<file path="src/sv/chmc_pkg.sv">
// shared types for the monotone chain convex hull block
// command and status structs between controller and datapath; no dependencies
`default_nettype none
package chmc_pkg;
	typedef logic signed [15:0] coord_t;

	typedef enum logic [1:0] {
		DST_A,
		DST_B,
		DST_OUT
	} rdst_t;

	typedef struct packed {
		logic  ins;
		logic  shift;
		logic  rd_s;
		logic  st_rd;
		logic  st_wr;
		rdst_t dest;
		logic  mul;
		logic  out_last;
		logic  clr;
	} cmd_t;

	typedef struct packed {
		logic rt;
		logic ovf;
	} sts_t;

	function automatic logic pt_before(coord_t ax, coord_t ay, coord_t bx, coord_t by);
		return (ax < bx) || ((ax == bx) && (ay < by));
	endfunction
endpackage
`default_nettype wire

</file>
<file path="src/sv/chmc_ctrl.sv">
// controller: load, sort unload, hull chain passes with backtracking, output sequencing
// depends on chmc_pkg
`default_nettype none
module chmc_ctrl #(
	parameter int MAX_POINTS = 32,
	parameter int CW = $clog2(MAX_POINTS + 1),
	parameter int IW = $clog2(MAX_POINTS),
	parameter int SW = $clog2(2 * MAX_POINTS),
	parameter int TW = $clog2(2 * MAX_POINTS + 1)
) (
	input  wire logic           clk,
	input  wire logic           arst_n,
	input  wire logic           in_valid,
	output logic                in_stall,
	input  wire logic           set_end,
	output logic                out_valid,
	input  wire logic           out_stall,
	input  wire chmc_pkg::sts_t sts,
	input  wire logic [CW-1:0]  n,
	output chmc_pkg::cmd_t      cmd,
	output logic [IW-1:0]       s_waddr,
	output logic [IW-1:0]       s_raddr,
	output logic [SW-1:0]       st_addr
);
	typedef enum logic [3:0] {
		S_LOAD, S_SHIFT, S_RDC, S_CHK, S_RDA, S_MUL, S_CMP, S_PUSH, S_ORD, S_OWAIT
	} state_t;

	state_t state_q;
	logic [IW-1:0] j_q, i_q;
	logic [TW-1:0] top_q, lower_q, total_q;
	logic [SW-1:0] k_q;
	logic phase_q;
	logic chk;

	assign chk       = phase_q ? (top_q > lower_q) : (top_q >= TW'(2));
	assign in_stall  = state_q != S_LOAD;
	assign out_valid = state_q == S_OWAIT;
	assign s_waddr   = j_q;
	assign s_raddr   = i_q;

	always_comb begin
		cmd = '0;
		cmd.dest = chmc_pkg::DST_A;
		st_addr = top_q[SW-1:0];
		case (state_q)
			S_LOAD:  cmd.ins = in_valid;
			S_SHIFT: cmd.shift = 1'b1;
			S_RDC:   cmd.rd_s = 1'b1;
			S_CHK: begin
				cmd.st_rd = chk;
				cmd.dest  = chmc_pkg::DST_B;
				st_addr   = SW'(top_q - 1'b1);
			end
			S_RDA: begin
				cmd.st_rd = 1'b1;
				st_addr   = SW'(top_q - TW'(2));
			end
			S_MUL:   cmd.mul = 1'b1;
			S_PUSH:  cmd.st_wr = 1'b1;
			S_ORD: begin
				cmd.st_rd    = 1'b1;
				cmd.dest     = chmc_pkg::DST_OUT;
				cmd.out_last = TW'(k_q) == total_q - 1'b1;
				st_addr      = k_q;
			end
			S_OWAIT: cmd.clr = !out_stall && (TW'(k_q) == total_q - 1'b1);
			default: cmd = '0;
		endcase
	end

	always_ff @(posedge clk or negedge arst_n) begin
		if (!arst_n) begin
			state_q <= S_LOAD;
			j_q     <= '0;
			i_q     <= '0;
			top_q   <= '0;
			lower_q <= '0;
			total_q <= '0;
			k_q     <= '0;
			phase_q <= 1'b0;
		end else begin
			case (state_q)
				S_LOAD: begin
					if (in_valid && set_end) begin
						j_q     <= '0;
						state_q <= S_SHIFT;
					end
				end
				S_SHIFT: begin
					j_q <= j_q + 1'b1;
					if (CW'(j_q) == n - 1'b1) begin
						i_q     <= '0;
						top_q   <= '0;
						phase_q <= 1'b0;
						state_q <= S_RDC;
					end
				end
				S_RDC: state_q <= S_CHK;
				S_CHK:   state_q <= chk ? S_RDA : S_PUSH;
				S_RDA:   state_q <= S_MUL;
				S_MUL:   state_q <= S_CMP;
				S_CMP: begin
					if (sts.rt) begin
						state_q <= S_PUSH;
					end else begin
						top_q   <= top_q - 1'b1;
						state_q <= S_CHK;
					end
				end
				S_PUSH: begin
					top_q <= top_q + 1'b1;
					if (!phase_q) begin
						if (CW'(i_q) == n - 1'b1) begin
							if (n == CW'(1)) begin
								total_q <= TW'(1);
								k_q     <= '0;
								state_q <= S_ORD;
							end else begin
								lower_q <= top_q + 1'b1;
								phase_q <= 1'b1;
								i_q     <= IW'(n - CW'(2));
								state_q <= S_RDC;
							end
						end else begin
							i_q     <= i_q + 1'b1;
							state_q <= S_RDC;
						end
					end else begin
						if (i_q == '0) begin
							total_q <= top_q;
							k_q     <= '0;
							state_q <= S_ORD;
						end else begin
							i_q     <= i_q - 1'b1;
							state_q <= S_RDC;
						end
					end
				end
				S_ORD: state_q <= S_OWAIT;
				S_OWAIT: begin
					if (!out_stall) begin
						if (TW'(k_q) == total_q - 1'b1) begin
							state_q <= S_LOAD;
						end else begin
							k_q     <= k_q + 1'b1;
							state_q <= S_ORD;
						end
					end
				end
				default: state_q <= S_LOAD;
			endcase
		end
	end
endmodule
`default_nettype wire

</file>
<file path="config.mk">
export PLATFORM = sky130hd
export DESIGN_NAME = chmc_ctrl
export DESIGN_NICKNAME = d
export VERILOG_FILES = /design/src/sv/chmc_pkg.sv /design/src/sv/chmc_ctrl.sv
export SDC_FILE = /design/constraint.sdc
export NUM_CORES = 1
export LEC_CHECK = 0
export ABC_AREA = 1
export BUFFER_PORTS_ARGS = -buffer_cell sky130_fd_sc_hd__buf_2
export CAP_MARGIN = 30
export CORE_ASPECT_RATIO = 0.5
export CORE_MARGIN = 2
export CORE_UTILIZATION = 35
export CTS_BUF_LIST = sky130_fd_sc_hd__clkbuf_4 sky130_fd_sc_hd__clkbuf_8 sky130_fd_sc_hd__clkbuf_16
export CTS_CLUSTER_SIZE = 20
export DETAILED_ROUTE_END_ITERATION = 10
export MAX_ROUTING_LAYER = met4
export PLACE_DENSITY = 0.58
export SYNTH_ARGS = -nofsm -noshare
export SYNTH_HDL_FRONTEND = slang
export SYNTH_SLANG_ARGS = --single-unit
</file>
<file path="constraint.sdc">
create_clock -name clk -period 3.49 [get_ports clk]
set_clock_uncertainty 0.15 [all_clocks]
set_input_delay 0.698 -clock clk [delete_from_list [all_inputs] [get_ports clk]]
set_output_delay 0.698 -clock clk [all_outputs]
set_load 0.02 [all_outputs]
</file>
# After elaboration in Yosys (flattened, before gate mapping)
# Index checks and enable logic that the tools add are counted.
[word_totals]
regBits = 42
in_bits = 13
out_inout_bits = 28
wordCells = 116
[op_classes]
add_sub_neg = 10
n_lt_le_gt_ge = 2
eq_ne = 24
mux = 49
bitwise = 2
n_reduce_logical = 21
[ops]
columns = ["cell", "count"]
rows = [
  ["2-to-1 mux 7 bit", 6],
  ["one-hot mux 4 bit (10 select lines)", 1],
  ["2-to-1 mux 6 bit", 6],
  ["2-to-1 mux 4 bit", 8],
  ["2-to-1 mux 5 bit", 6],
  ["one-hot mux 7 bit (3 select lines)", 1],
  ["one-hot mux 5 bit (2 select lines)", 2],
  ["one-hot mux 6 bit (3 select lines)", 1],
  ["equality test 4 x 3 -> 1 bit (second input constant)", 4],
  ["subtractor 7 x 1 -> 7 bit (second input constant)", 2],
  ["equality test 5 x 6 -> 1 bit", 2],
  ["2-to-1 mux 1 bit", 12],
  ["inequality test 3 bit (second input constant)", 4],
  ["one-hot mux 6 bit (2 select lines)", 1],
  ["AND reduction 4 bit", 3],
  ["adder 5 x 1 -> 5 bit (second input constant)", 2],
  ["inequality test 2 bit (second input constant)", 5],
  ["nonzero test 2 bit", 5],
  ["equality test 4 x 2 -> 1 bit (second input constant)", 2],
  ["equality test 4 bit (second input constant)", 2],
  ["adder 7 x 1 -> 7 bit (second input constant)", 1],
  ["equality test 6 x 7 -> 1 bit", 1],
  [">= comparator 7 x 2 -> 1 bit (second input constant)", 1],
  ["greater-than comparator 7 bit", 1],
  ["other kinds (24)", 29],
]

# Logic depth before layout (Yosys ltp)
# Gate-level depths: netlist (run 1).
[logic_depth]
depth_word = 5
mapped_depth = 16

# Worst setup path after synthesis (run 1)
# No wires, ideal clock.
[synth_path]
path_kind = "reg-to-output"
start = "register state_q[1]"
end = "output port cmd[0] in the netlist's numbering"
t_arrival_ns = 1.791
required_ns = 2.642
path_slack_ns = 0.851
path_stages_with_launch = 6
cell_sequence = "dfrtp_1 > inv_2 > nand2_1 > nor3_2 > inv_1 > nor3_1"
[synth_rtl]
columns = ["element", "line", "source"]
rows = [
  ["start, declared", "chmc_ctrl.sv:29", "state_t state_q;"],
  ["start signal, assigned", "chmc_ctrl.sv:100", "S_CHK: state_q <= chk ? S_RDA : S_PUSH;"],
  ["end, declared", "chmc_ctrl.sv:20", "output chmc_pkg::cmd_t cmd,"],
]

# Worst setup path in the final report (run 1)
[layout_path]
start = "register state_q[2]"
end = "output port st_addr[3]"
[layout_between]
elab_chain_len = 2
word_cells_on_any_way = 4
[layout_rtl]
columns = ["element", "line", "source"]
rows = [
  ["equality test 4 bit, or another cell as far along", "chmc_ctrl.sv:46", "case (state_q)"],
  ["one-hot mux 6 bit (3 select lines) *", "chmc_ctrl.sv:46", ""],
  ["end, declared", "chmc_ctrl.sv:23", "output logic [SW-1:0] st_addr"],
]
# Mark *: on every way between the ends. The rest lies on a longest branch, timed or not.

==> key figures, run 1 <==
GRT
  – Gr usage total: 0.185
  – Global route overflow: 0
  – Largest net degree at the start of global routing: 37
  – First-pass GRT wire length: 16.4 mm
  – Initial antenna violation count: 0
  – Vias in the first global route: 3,339

Setup path
  – CP Capture Type: output port
  – Slowest cell on the critical path: dfrtp_1
  – Worst Path Required: 2.64 ns
  – FF-to-FF path depth: 10
  – CP arrival: 2.22 ns
  – Critical path startpoint category: flip-flop
  – Max stage delay on crit path: 0.43 ns
  – Worst flop-to-flop path endpoint: k_q[1]
  – CP Max Fanout: 6
  – WS Path Type: flip-flop to output port
  – Cells along the critical path: nor2_1 > inv_2 > nor2_1 > nand2_1 > inv_1 > nor3_1 > inv_1 > o221ai_1 > buf_2
  – Crit path capture: st_addr[3]
  – Worst R2R Setup Slack: 1.34 ns
  – CP startpoint: state_q[2]
  – Worst R2R Start: state_q[3]

Yosys
  – Yosys reg bits: 42
  – Synthesized net count: 557
  – Post-Synthesis Cells: 523
  – Synth area leader: dfrtp_1
  – Yosys warns: 0
  – Commonest register cell after synthesis: dfrtp_1
  – Share of flip-flops with an asynchronous set or reset: 1.00
  – Top-area cell type share of the netlist area: 0.286
  – Post-synth cell types: 50
  – Sequential area share after synthesis: 0.286
  – Top cells by area, synth: dfrtp_1 (29%), nand2_1 (14%), ha_1 (7.2%)
  – Synth Cell Area: 0.00367 sq mm
  – Syn avg cell area: 7.02 sq um
  – Top cells by count, synth: nand2_1 (137), inv_1 (63), nand3_1 (50)
  – Top-count cell post-synth: nand2_1
  – Number of synthesized flops with an enable pin: 0

Timing
  – Max Clock Freq: 0.326 GHz
  – Final period util: 0.878
  – # setup viols final: 0
  – RSZ-0062 raised after global routing: false
  – TNS Setup: 0 ns
  – Final Hold Fails: 0
  – Final max-slew violation count: 0
  – Rel. slew slack: 0.687
  – Tmin final: 3.06 ns
  – Worst-Margin Slew: 0.467 ns

CTS
  – Total clock buffers created by CTS: 5
  – Skew-Pair Late Insertion Delay: 0.29 ns
  – Clock buffer depth: 2
  – Setup Buffers After CTS: 0
  – CTS root buf: clkbuf_16
  – H-tree Lvls: 2
  – CTS tree: done
  – Hold_buf cts: 0
  – Clock sink count: 42
  – Post_cts resized: 0
  – Reg clk slew, reported paths: 0.06 ns

Status
  – Status: complete, no violations

Pwr
  – Maximum vdd drop: 0.310 mV
  – Tot Pwr: 2.74 mW
  – Pleak: 2.10 nW
  – Pwr/cell area: 658 mW/mm^2

Placement
  – Global placement routability congestion: 0.860
  – Post-DP HPWL: 7.28 mm
  – Port bufs: 39

Final layout
  – Net total in the final layout: 594
  – Layout cells sized above 1: 0.180
  – Area growth from synthesis to layout: 13.6%
  – Ant. Diodes: 0
  – Core Util, Final: 0.408

Floorplan
  – Initial core utilization: 0.359
  – Die area: 0.0114 sq mm
  – CORE AREA: 0.0102 sq mm
  – Boundary Pins: 41
  – Row cnt: 26
  – Die Wd: 149 um
  – Die Ht: 76.4 um

Route
  – Initial detailed-routing violation count: 213
  – DR vias: 3,390
  – Final WL: 9.35 mm
  – First-pass DRT Iterations: 5
  – Post-detailed-route count of antenna-violating nets: 0
  – Drt via density: 4.84
  – Routed len/inst: 13.3 um
  – Number of remaining DRC errors: 0

Hold path
  – Worst Hold Class: primary input to asynchronous set/reset pin

Run
  – Max cap viols: 0
## placed cells by master (no fill, tap or decap), drive strengths merged, types with 2 or more instances in the layout
cell type / Yosys / final
or2: 2 / 2
o211ai: 2 / 2
clkbuf: 3 / 5
nand4: 6 / 6
o21ai: 42 / 42
o22ai: 6 / 6
a21boi: 2 / 2
xor2: 16 / 16
xnor2: 12 / 12
clkinv: 2 / 4
dfrtp: 42 / 42
nand2: 146 / 146
nor3: 7 / 7
inv: 71 / 71
buf: 10 / 43
a21oi: 14 / 14
nand3: 59 / 59
ha: 21 / 21
nor2: 49 / 49
o2111ai: 2 / 2
## metal layers
layer / up-vias / share of wire / global-route usage
li1: 1761 / - / -
met1: 1570 / 0.48 / 0.244
met2: 49 / 0.47 / 0.301
met3: 10 / 0.037 / 0.0287
met4: 0 / 0.0092 / 0.0419
met5: - / 0 / -
## state kept, by name, indices dropped and copies added, names as in the netlist
name     cells
k_q          6
s_raddr      5
total_q      7
phase_q      1
lower_q      7
top_q        7
state_q      4
s_waddr      5
## worst max-delay path: cells and delay by family (launching register included)
family / cells / cell delay [ns]
AOI/OAI and AO/OA: 1 / 0.26
buffers and inverters: 4 / 0.61
DFF: 1 / 0.43
and+or+nand+nor: 4 / 0.62
## area by class of cell
cell class / instances / area (sq um)
clock inverter: 3 / 40.0
sequential: 42 / 1050
inverter: 73 / 275
fill: 1094 / 6050
multi-input combinational: 395 / 2260
timing repair buffer: 43 / 238
clock buffer: 5 / 125
tap: 140 / 175
## how the worst min path moves through the flow
stage	to	slack (ns)
after floorplan	k_q[0]	0.25
after global placement	lower_q[5]	0.32
after detailed placement	lower_q[4]	0.33
after CTS	s_raddr[1]	0.09
after global routing	s_raddr[3]	0.10
final	s_raddr[3]	0.1
## power breakdown
| part | switching, mW | total (mW) | internal, mW |
|---|---|---|---|
| logic | 0.961 | 1.47 | 0.505 |
| registers | 0.168 | 0.741 | 0.573 |
| clock network | 0.200 | 0.535 | 0.335 |
## stage by stage
step	setup WS (ns)	cell area (sq um)	hold slack, ns	cells
3_5_place_dp	0.631	4000	0.325	693
6_report	0.425	4170	0.0965	701
3_3_place_gp	0.670	3980	0.320	692
4_1_cts	0.454	4170	0.0930	701
2_1_floorplan	0.851	3670	0.252	523
5_1_grt	0.180	4170	0.103	701
## cell families (layout without fill, tap and decap cells)
kind of cell / count (synthesis) / after routing / synth area share
buffers and inverters: 86 / 124 / 0.0968
flip-flops: 42 / 42 / 0.286
adder cells (fa/ha/maj): 21 / 21 / 0.0716
AO/OA/AOI/OAI: 75 / 75 / 0.128
XOR/XNOR: 28 / 28 / 0.0668
AND/OR/NAND/NOR: 271 / 271 / 0.350
Power figures use the tool's default switching activity.
==> run 2: changes to the inputs <==
==> constraint.sdc (replaced) <==
create_clock -name clk -period 3.49 [get_ports clk]
set_clock_uncertainty 0.15 [all_clocks]
set_input_delay 0.698 -clock clk [delete_from_list [all_inputs] [get_ports clk]]
set_output_delay 0.698 -clock clk [all_outputs]
set_load 0.01 [all_outputs]
==> run 2 against run 1 <==
Critical path depth did not move. Utilization fell by 0.13 points. Setup slack improved by 0.039 ns. Global-route usage fell by 0.34 points. Count of clock-buffer cells in the layout rose by 1. Maximum frequency rose by 1.3%. Combinational power fell by 7%. Clock power fell by 8.6%. Register-to-register slack got worse by 0.03 ns. First-iteration DRC count fell by 23%. Non-clock buffer count did not move. Flip-flop and latch count did not move. Largest cell class unchanged. Largest power group unchanged.
==> key figures, run 2 (synthesis results as in run 1) <==
Status
  – Status: complete, no violations

Floorplan
  – Row cnt: 26
  – Die Ht: 76.4 um
  – Initial core utilization: 0.359
  – Die Wd: 149 um
  – Boundary Pins: 41
  – Die area: 0.0114 sq mm
  – CORE AREA: 0.0102 sq mm

Setup path
  – CP Capture Type: output port
  – CP arrival: 2.18 ns
  – Worst Path Required: 2.64 ns
  – CP Buf/Inv Count: 4
  – Critical path startpoint category: flip-flop
  – CP delay by family, top: simple AND/OR/NAND/NOR gates
  – FF-to-FF path depth: 10
  – CP Max Fanout: 6
  – Slowest cell on the critical path: dfrtp_1
  – Worst R2R Start: state_q[3]
  – WS Path Type: flip-flop to output port
  – Worst flop-to-flop path endpoint: k_q[2]
  – Worst R2R Setup Slack: 1.31 ns
  – Cells along the critical path: nor2_1 > inv_2 > nor2_1 > nand2_1 > inv_1 > nor3_1 > inv_1 > o221ai_1 > buf_2
  – Max stage delay on crit path: 0.44 ns
  – CP Depth: 9

Pwr
  – Maximum vdd drop: 0.268 mV
  – Psw: 1.24 mW
  – Sequential cell fraction of total power: 0.282
  – Pwr/cell area: 625 mW/mm^2
  – Pleak: 2.09 nW
  – Sw Ratio: 0.476
  – Cell internal pwr: 1.36 mW
  – Clock power share: 0.188
  – Comb pwr share: 0.529

Final layout
  – Ant. Diodes: 0
  – Most frequent cells in the layout: nand2_1 (137), inv_1 (63), nand3_1 (50)
  – Commonest non-fill, non-tap cell in the layout: nand2_1
  – Biggest regs: lower_q (7), top_q (7), total_q (7)
  – Net total in the final layout: 594
  – Area growth from synthesis to layout: 13.2%
  – Layout cells sized above 1: 0.180

Timing
  – Worst-Margin Slew: 0.465 ns
  – RSZ-0062 raised after global routing: false
  – Max Clock Freq: 0.330 GHz
  – WHS: 0.0968 ns
  – Final period util: 0.867
  – Rel. slew slack: 0.688
  – # setup viols final: 0
  – Final max-slew violation count: 0
  – TNS Setup: 0 ns
  – Final setup margin: 0.464 ns
  – Final Hold Fails: 0
  – Tmin final: 3.03 ns

Route
  – Post-detailed-route count of antenna-violating nets: 0
  – Number of remaining DRC errors: 0
  – Final WL: 9.28 mm
  – DR vias: 3,381
  – Initial detailed-routing violation count: 163
  – Routed len/inst: 13.2 um
  – Drt via density: 4.82
  – First-pass DRT Iterations: 4

Placement
  – Post-Place Worst Slack: 0.594 ns
  – Post-DP HPWL: 7.20 mm
  – Global placement routability congestion: 0.853
  – Port bufs: 39

CTS
  – H-tree Lvls: 2
  – CTS tree: done
  – Skew-Pair Late Insertion Delay: 0.29 ns
  – CTS root buf: clkbuf_16
  – Hold_buf cts: 0
  – Setup Buffers After CTS: 0
  – Clock buffer depth: 2
  – Post_cts resized: 0
  – Total clock buffers created by CTS: 5
  – Clock sink count: 42
  – Reg clk slew, reported paths: 0.06 ns

GRT
  – Initial antenna violation count: 0
  – First-pass GRT wire length: 16.1 mm
  – Global route overflow: 0
  – Largest net degree at the start of global routing: 37
  – Gr usage total: 0.182
  – Vias in the first global route: 3,319

Run
  – Max cap viols: 0

Hold path
  – Worst Hold Class: primary input to asynchronous set/reset pin
run 2: area by class of cell:
type | instances | area, sq um
fill | 1118 | 6060
multi-input combinational | 395 | 2260
sequential | 42 | 1050
inverter | 73 | 275
timing repair buffer | 43 | 238
tap | 140 | 175
clock buffer | 6 | 139
clock inverter | 2 | 12.5
run 2: power groups by stage:
stage / sequential [mW] / combinational [mW] / clock (mW)
floorplan: 0.675 / 1.06 / 0
global route: 0.754 / 1.56 / 0.528
global placement: 0.741 / 1.37 / 0
finish: 0.733 / 1.37 / 0.489
detailed placement: 0.739 / 1.38 / 0
CTS: 0.732 / 1.38 / 0.499
run 2: worst max path at each step:
| stage | start | to | slack (ns) |
|---|---|---|---|
| after global routing | state_q[2] | st_addr[3] | 0.26 |
| after floorplan | n[1] | total_q[1] | 1.15 |
| final | state_q[2] | st_addr[3] | 0.46 |
| after global placement | n[1] | lower_q[2] | 0.66 |
| after CTS | state_q[2] | st_addr[3] | 0.49 |
| after detailed placement | n[1] | lower_q[6] | 0.59 |
run 2: metal layers:
metal | global-route usage | vias to the layer above | wire (um)
met1 | 0.236 | 1546 | 4480
met2 | 0.295 | 54 | 4310
li1 | - | 1772 | -
met3 | 0.0323 | 9 | 364
met5 | - | - | 0
met4 | 0.0467 | 0 | 125
run 2: stage by stage:
step	std cells	utilization	area, sq um	power, mW
finish	701	0.407	4160	2.60
global route	701	0.407	4160	2.84
CTS	701	0.407	4160	2.61
detailed placement	693	0.392	4000	2.12
global placement	692	0.390	3980	2.11
floorplan	523	-	3670	1.74
run 2: worst reg2reg max path: stages (launching register included):
cell and delay [ns]:
dfrtp_1 0.38, inv_1 0.11, nand2_1 0.15, nor2_4 0.20, nand2_2 0.19, inv_2 0.31
o21ai_0 0.15, inv_1 0.08, nand4_2 0.19, nand2_1 0.12, nand2_1 0.05
==> run 3: changes to the inputs <==
--- a/config.mk
+++ b/config.mk
@@ -5,17 +5,16 @@
 export SDC_FILE = /design/constraint.sdc
 export NUM_CORES = 1
 export LEC_CHECK = 0
-export ABC_AREA = 1
+export ABC_AREA = 0
 export BUFFER_PORTS_ARGS = -buffer_cell sky130_fd_sc_hd__buf_2
 export CAP_MARGIN = 30
-export CORE_ASPECT_RATIO = 0.5
 export CORE_MARGIN = 2
 export CORE_UTILIZATION = 35
 export CTS_BUF_LIST = sky130_fd_sc_hd__clkbuf_4 sky130_fd_sc_hd__clkbuf_8 sky130_fd_sc_hd__clkbuf_16
 export CTS_CLUSTER_SIZE = 20
 export DETAILED_ROUTE_END_ITERATION = 10
 export MAX_ROUTING_LAYER = met4
-export PLACE_DENSITY = 0.58
+export PLACE_DENSITY = 0.59
 export SYNTH_ARGS = -nofsm -noshare
 export SYNTH_HDL_FRONTEND = slang
 export SYNTH_SLANG_ARGS = --single-unit
==> run 3 against run 2 <==
Global-route usage about the same. Utilization up 0.90 points. Hold slack worse by 0.037 ns. First-iteration DRC count down 42%. Largest power group unchanged. Highest routed layer unchanged.
==> key figures, run 3 <==
Yosys
  – Commonest register cell after synthesis: dfrtp_1
  – Top-area cell type share of the netlist area: 0.310
  – Post-Synthesis Cells: 389
  – Sequential area share after synthesis: 0.310
  – Top cells by count, synth: dfrtp_1 (42), nand2_1 (37), o21ai_0 (33)
  – Share of flip-flops with an asynchronous set or reset: 1.00
  – Top cells by area, synth: dfrtp_1 (31%), ha_1 (7.8%), o21ai_0 (4.9%)
  – Post-synth cell types: 67
  – Synth Cell Area: 0.00339 sq mm
  – Synthesized net count: 423
  – Top-count cell post-synth: dfrtp_1
  – Synth area leader: dfrtp_1
  – Yosys reg bits: 42
  – Number of synthesized flops with an enable pin: 0
  – Yosys warns: 0
  – Syn avg cell area: 8.70 sq um

Route
  – Number of remaining DRC errors: 0
  – Routed len/inst: 15.2 um
  – DR vias: 2,962
  – Initial detailed-routing violation count: 95
  – First-pass DRT Iterations: 4
  – Final WL: 8.54 mm
  – Drt via density: 5.28
  – Post-detailed-route count of antenna-violating nets: 0

Timing
  – Max Clock Freq: 0.304 GHz
  – Worst-Margin Slew: 0.544 ns
  – Final max-slew violation count: 0
  – TNS Setup: 0 ns
  – RSZ-0062 raised after global routing: false
  – Final period util: 0.942
  – Rel. slew slack: 0.636
  – # setup viols final: 0
  – Final Hold Fails: 0
  – Tmin final: 3.29 ns

Hold path
  – Worst Hold Class: primary input to asynchronous set/reset pin

Pwr
  – Pleak: 1.79 nW
  – Pwr/cell area: 774 mW/mm^2
  – Maximum vdd drop: 0.267 mV

GRT
  – Most Used Layer, Global Route: met2
  – First-pass GRT wire length: 14.5 mm
  – Global route overflow: 0
  – Initial antenna violation count: 0
  – Largest net degree at the start of global routing: 39
  – Met3 GRT Util: 0.0233
  – Gr usage total: 0.181
  – Vias in the first global route: 2,803
  – M2 GR Usage: 0.265
  – Grt met1 use: 0.264

CTS
  – CTS root buf: clkbuf_8
  – Hold_buf cts: 0
  – Reg clk slew, reported paths: 0.09 ns
  – CTS tree: done
  – H-tree Lvls: 2
  – Skew-Pair Late Insertion Delay: 0.31 ns
  – Clock buffer depth: 2
  – Setup Buffers After CTS: 0
  – Post_cts resized: 0
  – Clock sink count: 42
  – Total clock buffers created by CTS: 5

Placement
  – Global placement routability congestion: 0.859
  – Port bufs: 39
  – Post-DP HPWL: 6.59 mm
  – Placed inst area: 0.00377 sq mm

Final layout
  – Area of the multi-input gates: 0.00216 sq mm
  – Filler Cell Count: 928
  – Commonest non-fill, non-tap cell in the layout: dfrtp_1
  – Area growth from synthesis to layout: 14.6%
  – Net total in the final layout: 465
  – Final non-filler cell area: 0.00388 sq mm
  – Biggest regs: lower_q (7), top_q (7), total_q (7)
  – Layout cells sized above 1: 0.183
  – Ant. Diodes: 0
  – Most frequent cells in the layout: dfrtp_1 (42), buf_2 (39), nand2_1 (37)
  – Core Util, Final: 0.416
  – Register area: 0.00105 sq mm

Floorplan
  – Row cnt: 35
  – CORE AREA: 0.00933 sq mm
  – Boundary Pins: 41
  – Die Wd: 102 um
  – Die Ht: 102 um
  – Die area: 0.0105 sq mm
  – Initial core utilization: 0.363

Setup path
  – Worst Path Required: 2.64 ns
  – CP arrival: 2.44 ns
  – CP Capture Type: output port
  – FF-to-FF path depth: 6
  – Critical path startpoint category: flip-flop
  – WS Path Type: flip-flop to output port
  – CP Max Fanout: 7

Run
  – Max cap viols: 0

Status
  – Status: complete, no violations
-- run 3: area by class of cell --
| cell class | instances | area share |
|---|---|---|
| Clock buffer | 5 | 0.0177 |
| Clock inverter | 3 | 0.0103 |
| Inverter | 25 | 0.0277 |
| Multi-Input combinational cell | 307 | 0.557 |
| Sequential cell | 42 | 0.271 |
| Tap cell | 129 | 0.0416 |
| Timing Repair Buffer | 50 | 0.0748 |
-- run 3: worst paths after layout --
path | endpoint | startpoint | slack [ns]
max in group asynchronous | lower_q[1] | arst_n | 2.68
min in group clk | lower_q[1] | lower_q[1] | 0.35
max reg2reg | s_raddr[3] | state_q[3] | 0.99
max | cmd[0] | total_q[0] | 0.20
min | s_raddr[4] | arst_n | 0.06
min reg2reg | lower_q[1] | lower_q[1] | 0.35
-- run 3: metrics by stage --
step | power, mW | hold WS, ns | setup WS, ns | std cells
2_1_floorplan | 2.07 | 0.252 | 0.714 | 389
3_3_place_gp | 2.59 | 0.326 | 0.363 | 552
3_5_place_dp | 2.62 | 0.335 | 0.325 | 553
4_1_cts | 3.02 | 0.0544 | 0.187 | 561
5_1_grt | 3.28 | 0.0566 | 0.00847 | 561
6_report | 3.00 | 0.0595 | 0.203 | 561
-- run 3: metal layers --
metal / wire (um) / vias up
met2: 3900 / 54
li1: - / 1482
met1: 4240 / 1418
met4: 91 / 0
met5: 0 / -
met3: 307 / 8
-- run 3: kinds of logic (layout without fill, tap and decap cells) --
| group | count (synthesis) | in the layout | synth area share |
|---|---|---|---|
| compound gates | 101 | 101 | 0.195 |
| xor+xnor | 31 | 31 | 0.0968 |
| mux | 10 | 10 | 0.0303 |
| fa+ha+maj | 21 | 21 | 0.0776 |
| buf+inv | 40 | 83 | 0.0517 |
| simple gates | 144 | 144 | 0.238 |
| flops | 42 | 42 | 0.310 |
-- run 3: report_power, final --
part | internal, mW | total, mW | switching, mW
Combinational | 0.752 | 1.73 | 0.975
Sequential | 0.630 | 0.881 | 0.251
Clock | 0.211 | 0.395 | 0.184
Total | 1.59 | 3.00 | 1.41
-- run 3: critical path, stage by stage (launching register included) --
cell     delay (ns)
dfrtp_1        0.42
inv_1          0.08
ha_1           0.24
or3_1          0.37
a31oi_1        0.17
nand4_1        0.32
nor3b_1        0.35
buf_2          0.18
